File: src/rtl/core/fifo_free_list_slot_allocator_unit_macros.svh
// ---------------------------------------------------------------------------
// Assertion macros for the free-list slot allocator
// Short forms for the concurrent checks at the end of the top level.
// ---------------------------------------------------------------------------
`ifndef FIFO_FREE_LIST_SLOT_ALLOCATOR_UNIT_MACROS_SVH
`define FIFO_FREE_LIST_SLOT_ALLOCATOR_UNIT_MACROS_SVH

// Same-cycle implication, checked at every rising edge outside reset.
`define FFLSA_ASSERT_IMPL(label, clk, rst_n, pre, post, msg) \
	label: assert property (@(posedge clk) disable iff (!rst_n) (pre) |-> (post)) \
		else $error(msg);

// Next-cycle implication, checked at every rising edge outside reset.
`define FFLSA_ASSERT_NEXT(label, clk, rst_n, pre, post, msg) \
	label: assert property (@(posedge clk) disable iff (!rst_n) (pre) |=> (post)) \
		else $error(msg);

`endif

File: src/rtl/core/fflsa_pkg.sv
// ---------------------------------------------------------------------------
// Free-list slot allocator package
// Sizes, operation and status codes, controller states and the result word.
// ---------------------------------------------------------------------------
package fflsa_pkg;

	localparam int SLOTS = 1024;
	localparam int IDX_W = 10;
	localparam int CNT_W = 11;

	localparam logic [CNT_W-1:0] SLOTS_CNT = CNT_W'(SLOTS);

	typedef enum logic [1:0] {
		OP_RESERVE     = 2'd0,
		OP_RELEASE     = 2'd1,
		OP_RELEASE_ALL = 2'd2
	} opcode_t;

	typedef enum logic [1:0] {
		STATUS_OK       = 2'd0,
		STATUS_BAD_SLOT = 2'd1,
		STATUS_FULL     = 2'd2
	} status_t;

	typedef enum logic [1:0] {
		ST_IDLE,
		ST_EXEC,
		ST_SWEEP
	} state_t;

	// Packed from the top bit down; the output word places granted_slot lowest.
	typedef struct packed {
		logic [CNT_W-1:0] live_slots;
		status_t          status;
		logic [IDX_W-1:0] granted_slot;
	} result_t;

endpackage

File: src/rtl/core/fflsa_out_stage.sv
// ---------------------------------------------------------------------------
// Result output register
// Holds one finished result word until the downstream side takes it.
// ---------------------------------------------------------------------------
module fflsa_out_stage (
	input  logic              clk,
	input  logic              arst_n,
	input  logic              push,
	input  fflsa_pkg::result_t push_res,
	output logic              free,
	output logic              m_tvalid,
	input  logic              m_tready,
	output logic [23:0]       m_tdata     // granted_slot[9:0], status[11:10], live_slots[22:12]
);

	logic              valid_q;
	fflsa_pkg::result_t res_q;

	assign free     = !valid_q || m_tready;
	assign m_tvalid = valid_q;
	assign m_tdata  = {1'b0, res_q};

	always_ff @(posedge clk or negedge arst_n) begin
		if (!arst_n) begin
			valid_q <= 1'b0;
		end else if (free) begin
			valid_q <= push;
		end
	end

	always_ff @(posedge clk) begin
		if (free && push) begin
			res_q <= push_res;
		end
	end

endmodule

File: config.mk
export PLATFORM = sky130hd
export DESIGN_NAME = fflsa_out_stage
export DESIGN_NICKNAME = d
export VERILOG_FILES = /design/src/rtl/core/fifo_free_list_slot_allocator_unit_macros.svh /design/src/rtl/core/fflsa_pkg.sv /design/src/rtl/core/fflsa_out_stage.sv
export SDC_FILE = /design/constraint.sdc
export NUM_CORES = 1
export LEC_CHECK = 0
export ABC_AREA = 1
export BUFFER_PORTS_ARGS = -buffer_cell sky130_fd_sc_hd__buf_2
export CAP_MARGIN = 0
export CORE_MARGIN = 2
export CORE_UTILIZATION = 41
export DETAILED_ROUTE_END_ITERATION = 8
export PLACE_DENSITY = 0.82
export REMOVE_ABC_BUFFERS = 1
export SETUP_SLACK_MARGIN = 0.5
export SLEW_MARGIN = 10
export SYNTH_ARGS = -nofsm -noshare
export SYNTH_HDL_FRONTEND = slang
export SYNTH_SLANG_ARGS = --single-unit
File: constraint.sdc
create_clock -name clk -period 4.2 [get_ports clk]
set_input_delay 1.26 -clock clk [delete_from_list [all_inputs] [get_ports clk]]
set_output_delay 1.26 -clock clk [all_outputs]
set_load 0.02 [all_outputs]
# Word level (Yosys, flattened, before mapping)
# Index checks and enable logic that the tools add are counted.
# totals
in_bits	27
register_bits	24
# classes
n_reduce_logical	3
# op_table
operator	count
1-bit logical AND	1
1-bit zero test	1
1-bit logical OR	1

# Depth between registers and ports, before layout
# Gate-level depths: netlist of the first run.
# depth
word_depth	3
depth_mapped	3
mapped_depth_nobuf	3

# Worst setup path after synthesis of the first run
# OpenSTA, ideal clock, no wires.
# synth_path
path_type	input to register
startpoint	in push
endpoint	reg res_q, in the netlist m_tdata[0], enable pin
path_stages	2
arrival_time_ps	2451
setup_time_ps	411
slack_ps	1339
path_cell_list	inv_1 a21oi_1
# synth_via
elab_chain_cells	1
# synth_lines
item	line	text
start: declaration	fflsa_out_stage.sv:8	input logic push,
1-bit logical AND	fflsa_out_stage.sv:32	if (free && push) begin
end signal: assignment	fflsa_out_stage.sv:33	res_q <= push_res;
end: declaration	fflsa_out_stage.sv:17	fflsa_pkg::result_t res_q;
# No other way between the ends.
# A chain may end at the register's enable or synchronous reset.

# Worst setup path after layout of the first run
# layout_path
startpoint	in m_tready
endpoint	out free
# layout_via
elab_chain_cells	1
# layout_lines
item	line	text
start: declaration	fflsa_out_stage.sv:12	input logic m_tready,
1-bit logical OR	fflsa_out_stage.sv:19	assign free = !valid_q || m_tready;
end: declaration	fflsa_out_stage.sv:10	output logic free,
# No other way between the ends.

==> results of run 1 <==
==> worst max path at each step <==
stage,slack (ps),to,start,cells after the start
after global routing,1250,free,m_tready,4
after detailed placement,1270,free,m_tready,4
after floorplan,1340,m_tdata[0]$_DFFE_PP_,push,2
after CTS,1270,free,m_tready,4
after global placement,1310,free,m_tready,4
final,1270,free,m_tready,4
==> synth_stat cells <==
master    number  area share
buf_4          1       0.010
nand2_1        2       0.010
edfxtp_1      23        0.92
inv_1          2       0.010
dfrtp_1        1       0.033
conb_1         1      0.0050
a21oi_1        1      0.0067
==> stage by stage <==
step | worst slack (ps) | power, mW | util | instance area (sq um)
2_1_floorplan | 1339 | 0.3111 | - | 739.5
4_1_cts | 1270 | 0.4342 | 0.6159 | 1064
6_report | 1275 | 0.4284 | 0.6159 | 1064
3_3_place_gp | 1306 | 0.3353 | 0.6007 | 1037
5_1_grt | 1250 | 0.4476 | 0.6159 | 1064
3_5_place_dp | 1272 | 0.3373 | 0.6007 | 1037
==> layout make-up <==
cell class	instances	area [sq um]
Tap cell	25	31.28
Fill cell	158	663.1
Timing Repair Buffer	52	262.8
Sequential cell	24	715.7
Inverter	2	7.507
Multi-Input combinational cell	4	20.02
Clock buffer	4	26.28
==> layer usage <==
metal	up-vias	part of all wire	GRT usage
met4	0	0	0.08333
li1	223	-	-
met2	12	0.63	0.2306
met3	0	0.022	0.02353
met1	233	0.35	0.1542
met5	-	0	0
==> power by group <==
group,internal [mW],switching (mW)
Clock,0.0369,0.0602
Sequential,0.278,0.00309
Combinational,0.0184,0.0320
==> worst max-delay path, delay by kind of cell <==
| family | cells | cell delay (ps) |
|---|---|---|
| buffers and inverters | 3 | 330 |
| AND/OR/NAND/NOR | 1 | 70 |
==> logic make-up after synthesis <==
kind of cell	count (synthesis)
other cells	1
simple gates	2
compound gates	1
flops	24
buf+inv	3
==> registers in the layout, indices dropped and copies added, names as in the netlist <==
name and count:
m_tvalid 1, m_tdata 23
==> out/results.txt, run 1 <==
Clock slew at reported path FFs: 120 ps
Die area: 2179 sq um
WHS: 571.3 ps
Hold Path Stages: 2
H-tree levels: 1
DRC: 0
Min-Delay Endpoint: m_tvalid$_DFFE_PN0P_
Setup TNS: 0 ps
All-Layer GR Usage: 0.1345
Layout net count: 114
F_max: 341.8 MHz
First-pass GRT wire length: 1925 um
Largest family of logic cells by synthesized area: buffers and inverters
Largest net degree at the start of global routing: 24
Routed via count: 468
Antenna violations before repair: 0
Post-Synthesis Cell Area: 747.0 sq um
Worst EP arrival: 1670 ps
Initial Util: 0.4326
Adder-cell share of the synthesized area: 0
Clock Skew: 2.273 ps
Outcome: completed
Die X: 46.69 um
I/O Buffers: 51
R2R setup slack: 3020 ps
Final WL: 1430 um
Most frequent cells in the layout: buf_2, edfxtp_1, clkbuf_4, inv_1, nand2_1
Crit path time final: 2925 ps
Seq/Total Area, Yosys: 0.9581
Die extent in y: 46.69 um
Final setup viols: 0
CP endpoint kind: output pin
CTS resizes: 0
Routed len/inst: 12.88 um
Tcrit/Tclk final: 0.6965
Synth Warn #: 0
Max clock buf depth: 2
Via density: 4.216
Mux share of post-synthesis cell area: 0
1st-iter DRT viols: 8
CP max stage delay: 160 ps
Gpl congestion: 0.6680
Num CTS Buffers: 3
Dpl cells: 107
XOR/XNOR share of the synthesized area: 0
Post-synthesis compound-gate area fraction: 0.006700
Cells after synthesis: 31
Max Cap Viol: 0
Post-synthesis cell type count: 7
CTS tree: yes
Syn Area/Cell: 24.10 sq um
Final hold vios: 0
Layout area overhead: 42.38%
Reg2reg end: m_tdata[7]$_DFFE_PP_
Layout cells sized above 1: 0.6512
Commonest non-fill, non-tap cell in the layout: buf_2
Vias in the first global route: 428
Critical path class: primary input to output pin
CP max-delay cell: buf_2
Critical-path cell list: buf_2 -> inv_1 -> nand2_1 -> buf_2
Peak VDD IR: 0.0002150 V
Overflow after GRT: 0
#FFs+latches synth: 24
Min-Delay Path Class: flip-flop to flip-flop
I/O pin cnt: 53
Clock latency on the worst-skew pair: 300 ps
Most frequent CP cell: buf_2
FP Rows: 15
Pleak: 0.4706 nW
Post-DP HPWL: 1102 um
CP Max Fanout: 2
Fin. max-slew vios: 0
Root Driver: clkbuf_4
RSZ-0062 raised after global routing: no
Critical R2R Launch: m_tvalid$_DFFE_PN0P_
Antenna cells: 0
Hold-fix buffers, CTS: 0
Initial DRT Pass Iterations: 4
Finished Layout Cells: 111
Pwr/cell area: 402.8 nW/um^2
Worst hold start: m_tvalid$_DFFE_PN0P_
Crit start category: primary input
Post-CTS setup buffers: 0
Routed Antenna Nets: 0
Worst EP required: 2940 ps
Synth Area in Simple Gates: 0.01005
Core area: 1727 sq um
R2R depth: 2
Clk sink count: 24
(Power assumes the default switching activity.)
==> inputs of run 2 (changes only) <==
CORE_UTILIZATION = 35   (was 41)
PLACE_DENSITY = 0.75   (was 0.82)
clock period = 2.5 ns   (was 4.2 ns; I/O delays follow)
==> run 2 against run 1 <==
Global-route usage fell by 1.8 points. Clock-buffer cell count fell by 1. First-iteration DRC count fell by 50%. Total power rose by 93%. Critical path depth did not move. Worst hold slack got worse by 370 ps. Critical path type unchanged. Largest power group unchanged.
==> out/results.txt, run 2 (same netlist as run 1, synthesis figures left out) <==
Hold-fix buffers, CTS: 0 (unchanged)
Final WL: 1309 um (-8.5%)
Layout cells sized above 1: 0.6628 (+0.01163)
Routed len/inst: 11.58 um (-10%)
Routed via count: 469 (+0.21%)
Gpl congestion: 0.6638 (-0.63%)
I/O pin cnt: 53 (unchanged)
Tcrit/Tclk final: 0.7539
Final instance area: 1092 sq um (+2.7%)
Clock latency on the worst-skew pair: 310 ps (about the same)
Layout net count: 114 (unchanged)
Worst EP required: 1750 ps (-1190 ps)
Final setup viols: 0 (unchanged)
Pwr/cell area: 756.7 nW/um^2 (+88%)
F_max: 530.6 MHz
Num CTS Buffers: 3 (unchanged)
Die area: 2520 sq um (+16%)
CP endpoint kind: output pin
DRC: 0 (unchanged)
Gate power share: 0.101 (-0.017)
Initial DRT Pass Iterations: 4 (unchanged)
Worst EP arrival: 1130 ps (-540 ps)
Crit start category: primary input
Dpl cells: 109 (+1.9%)
Clk sink count: 24 (unchanged)
RSZ-0062 raised after global routing: no
Most frequent CP cell: buf_2
Fill count: 172 (+8.9%)
Crit path time final: 1885 ps
Critical-path cell list: buf_2 -> inv_1 -> nand2_1 -> buf_2
Largest register FFs: 23 (unchanged)
Pleak: 0.4835 nW (+2.8%)
I/O Buffers: 51 (unchanged)
Commonest non-fill, non-tap cell in the layout: buf_2
CTS resizes: 0 (unchanged)
Finished Layout Cells: 113 (+1.8%)
Post-layout util: 0.5511 (-0.06481)
Fin. max-slew vios: 0 (unchanged)
Net Sw Frac: 0.2022 (-0.02040)
CTS tree: yes
Max Cap Viol: 0 (unchanged)
All-Layer GR Usage: 0.1170 (-0.01758)
CP max-delay cell: buf_2
Outcome: completed
Clock Power Share: 0.327 (+0.100)
Most frequent cells in the layout: buf_2, edfxtp_1, clkbuf_4, inv_1, nand2_1
Setup TNS: 0 ps (unchanged)
Min-Delay Path Class: primary input to asynchronous set/reset pin
Post-DP HPWL: 1021 um (-7.4%)
Die X: 50.20 um (+7.5%)
Vias in the first global route: 507 (+18%)
Register area: 715.7 sq um (unchanged)
Clock slew at reported path FFs: 120 ps (about the same)
Die extent in y: 50.20 um (+7.5%)
Layout area overhead: 46.23%
First-pass GRT wire length: 2139 um (+11%)
Routed Antenna Nets: 0 (unchanged)
Via density: 4.150 (-1.6%)
R2R setup slack: 1340 ps (-1680 ps)
FP Rows: 16 (+1)
Critical path class: primary input to output pin
Seq pwr share: 0.571 (-0.085)
Core area: 1982 sq um (+15%)
Largest net degree at the start of global routing: 24 (unchanged)
Switching Power: 0.1671 mW (+75%)
CP Max Fanout: 2 (unchanged)
1st-iter DRT viols: 4 (-4)
Final hold vios: 0 (unchanged)
Critical R2R Launch: m_tvalid$_DFFE_PN0P_
CP delay by family, top: buffers and inverters
Clock Skew: 9.501 ps (+7.228 ps)
R2R depth: 2 (unchanged)
Antenna cells: 0 (unchanged)
H-tree levels: 1 (unchanged)
Post-DP Area: 1040 sq um (+0.24%)
Antenna violations before repair: 0 (unchanged)
Max clock buf depth: 2 (unchanged)
Overflow after GRT: 0 (unchanged)
Peak VDD IR: 0.0004626 V (+120%)
Internal power: 0.6594 mW (+98%)
Initial Util: 0.3769 (-0.05571)
Buf+Inv Stages, Crit Path: 3 (unchanged)
Pwr Total: 0.8265 mW (+93%)
Post-CTS setup buffers: 0 (unchanged)
CP max stage delay: 160 ps (about the same)
Reg2reg end: m_tdata[17]$_DFFE_PP_
Root Driver: clkbuf_4
Multi-input gate area: 20.02 sq um (unchanged)
## run 2: changes by cell type in the layout (fill, tap and decap cells not counted), sizes merged
cell and change:
clkbuf -1, bufinv +1
## run 2: worst max path at each step
stage	startpoint	endpoint	slack, ps	cells past startpoint
after floorplan	push	m_tdata[0]$_DFFE_PP_	150	2
after global placement	m_tready	free	630	4
after detailed placement	m_tready	free	620	4
after CTS	m_tready	free	620	4
after global routing	m_tready	free	570	4
final	m_tready	free	620	4
## run 2: area by class of cell
class | count | area share
Clock inverter | 1 | 0.02749
Clock buffer | 3 | 0.02062
Multi-Input combinational cell | 4 | 0.01833
Tap cell | 27 | 0.03093
Inverter | 2 | 0.006873
Sequential cell | 24 | 0.6552
Timing Repair Buffer | 52 | 0.2405
## run 2: power by group through the flow
stage	registers, mW	logic [mW]	clock network [mW]
2_1_floorplan	0.511	0.0118	0
3_3_place_gp	0.480	0.0828	0
3_5_place_dp	0.482	0.0848	0
4_1_cts	0.473	0.0847	0.279
5_1_grt	0.475	0.0898	0.293
6_report	0.472	0.0838	0.271
## run 2: metrics by stage
| stage | setup slack, ps | hold WS (ps) |
|---|---|---|
| 2_1_floorplan | 148.7 | 454.4 |
| 3_3_place_gp | 627.5 | 515.8 |
| 3_5_place_dp | 616.8 | 533.0 |
| 4_1_cts | 616.2 | 184.1 |
| 5_1_grt | 568.0 | 181.3 |
| 6_report | 615.2 | 201.8 |
## run 2: metal layers
metal | vias up | share of wire | global-route usage
li1 | 221 | - | -
met1 | 211 | 0.32 | 0.1084
met2 | 35 | 0.54 | 0.2127
met3 | 2 | 0.14 | 0.04464
met4 | 0 | 0.00076 | 0.06944
met5 | - | 0 | 0
==> inputs of run 3 (changes only) <==
clock period = 1.65 ns   (was 2.5 ns; I/O delays follow)
==> run 3 against run 2 <==
First-iteration DRC count decreased by 25%. Core utilization increased by 6.4 points. Sequential share of layout area fell by 6.8 points. Clock power decreased by 7.7%. Design area rose by 12%. Routed wire length rose by 6.0%. Total power is 38% higher. Via count up 2.6%. Clock skew shrank 9.0 ps. Critical path type is now flip-flop to output pin. Critical endpoint unchanged. Largest cell class unchanged. Highest routed layer unchanged.
==> out/results.txt, run 3 (same netlist as run 1, synthesis figures left out) <==
Layout area overhead: 63.15%
Overflow after GRT: 0 (unchanged)
All-Layer GR Usage: 0.1213 (+0.004312)
Post-DP HPWL: 1021 um (about the same)
Clock Skew: 0.5451 ps (-8.956 ps)
Layout cells sized above 1: 0.6629 (about the same)
Fin. max-slew vios: 0 (unchanged)
Layout net count: 117 (+2.6%)
Pleak: 0.5267 nW (+8.9%)
Crit path time final: 1434 ps
I/O Buffers: 51 (unchanged)
Root Driver: clkbuf_4
R2R depth: 3 (+1)
Antenna cells: 0 (unchanged)
Core area: 1982 sq um (unchanged)
Initial Util: 0.3769 (unchanged)
Antenna violations before repair: 0 (unchanged)
CTS tree: yes
Max clock buf depth: 2 (unchanged)
DRC: 0 (unchanged)
I/O pin cnt: 53 (unchanged)
Tcrit/Tclk final: 0.8691
Worst EP required: 1150 ps (-600 ps)
Largest register FFs: 23 (unchanged)
Largest net degree at the start of global routing: 24 (unchanged)
RSZ-0062 raised after global routing: yes
Via density: 4.147 (about the same)
Gpl congestion: 0.6747 (+1.6%)
Routed len/inst: 11.96 um (+3.2%)
Clock latency on the worst-skew pair: 300 ps (about the same)
Outcome: completed
Final setup viols: 0 (unchanged)
Most frequent cells in the layout: buf_2, edfxtp_1, buf_6, clkbuf_4
FP Rows: 16 (unchanged)
Critical Path Source: m_tvalid$_DFFE_PN0P_
F_max: 697.4 MHz
Final WS setup: 216.0 ps (-399.1 ps)
CP endpoint: free
Initial DRT Pass Iterations: 2 (-2)
Routed via count: 481 (+2.6%)
Die area: 2520 sq um (unchanged)
Die X: 50.20 um (unchanged)
Clock slew at reported path FFs: 120 ps (about the same)
Max Cap Viol: 0 (unchanged)
Min-Delay Path Class: primary input to flip-flop
Dpl ws: 262.8 ps (-354.0 ps)
Critical R2R Launch: m_tvalid$_DFFE_PN0P_
CP Max Fanout: 3 (+1)
Worst EP arrival: 940 ps (-190 ps)
Vias in the first global route: 545 (+7.5%)
First-pass GRT wire length: 2208 um (+3.2%)
Setup TNS: 0 ps (unchanged)
Num CTS Buffers: 3 (unchanged)
Peak VDD IR: 0.0006708 V (+45%)
Commonest non-fill, non-tap cell in the layout: buf_2
Final hold vios: 0 (unchanged)
Crit start category: flip-flop
H-tree levels: 1 (unchanged)
Routed Antenna Nets: 0 (unchanged)
1st-iter DRT viols: 3 (-1)
Reg2reg end: m_tdata[12]$_DFFE_PP_
Pwr/cell area: 933.5 nW/um^2 (+23%)
Clk sink count: 24 (unchanged)
Die extent in y: 50.20 um (unchanged)
Final WL: 1387 um (+6.0%)
Critical path class: flip-flop to output pin
R2R setup slack: 420 ps (-920 ps)
CP endpoint kind: output pin
-- run 3: cell types whose count changed in the layout (fill, tap and decap cells not counted) --
cell	change
clkbuf_1	+1
nand2_2	+1
buf_12	+1
dlygate4sd3_1	+1
bufinv_16	-1
buf_2	-18
buf_6	+18
buf_4	+1
nand2_1	-1
-- run 3: area by class of cell --
cell class                      instances  area, sq um
Clock buffer                            4        26.28
Timing Repair Buffer                   55        412.9
Multi-Input combinational cell          4        22.52
Sequential cell                        24        715.7
Inverter                                2        7.507
Fill cell                             149        763.2
Tap cell                               27        33.78
-- run 3: per-stage QoR --
stage	instance area, sq um	utilization	hold WS (ps)	power, mW	instances
CTS	1142	0.5764	343.8	1.131	115
finish	1219	0.6149	360.0	1.138	116
global placement	1052	0.5309	269.7	0.8588	109
detailed placement	1052	0.5309	273.6	0.8637	109
floorplan	739.5	-	199.4	0.7919	30
global route	1219	0.6149	331.7	1.183	116
-- run 3: power by group --
part	internal [mW]	total, mW	switching [mW]
sequential	0.708	0.721	0.0136
combinational	0.0835	0.167	0.0835
clock	0.0941	0.250	0.155
-- run 3: how the worst min path moves through the flow --
stage | to | depth (start not counted) | start
floorplan | m_tvalid$_DFFE_PN0P_ | 0 | arst_n
global placement | m_tvalid$_DFFE_PN0P_ | 1 | arst_n
detailed placement | m_tvalid$_DFFE_PN0P_ | 1 | arst_n
CTS | m_tdata[14]$_DFFE_PP_ | 1 | push_res[14]
global route | m_tdata[14]$_DFFE_PP_ | 1 | push_res[14]
finish | m_tdata[13]$_DFFE_PP_ | 1 | push_res[13]
-- run 3: metal layers --
layer	global-route usage	part of all wire
met1	0.1159	0.33
met2	0.2193	0.56
met3	0.04464	0.11
met4	0.06944	0.0029
met5	0	0
-- run 3: repair_timing --
| item | 4_1_cts | 5_1_grt |
|---|---|---|
| gates resized for setup | 15 | 22 |
| pin swaps | 1 | 0 |
| buffers inserted | 1 | 1 |
| hold buffers | 1 | 0 |
| hold endpoints to repair | 1 | 0 |
| endpoints found under the setup margin | 25 | 25 |
-- run 3: critical path, cell delays in order, from the launching register on --
cell and delay, ps:
dfrtp_1 430, nand2_2 90, buf_6 110
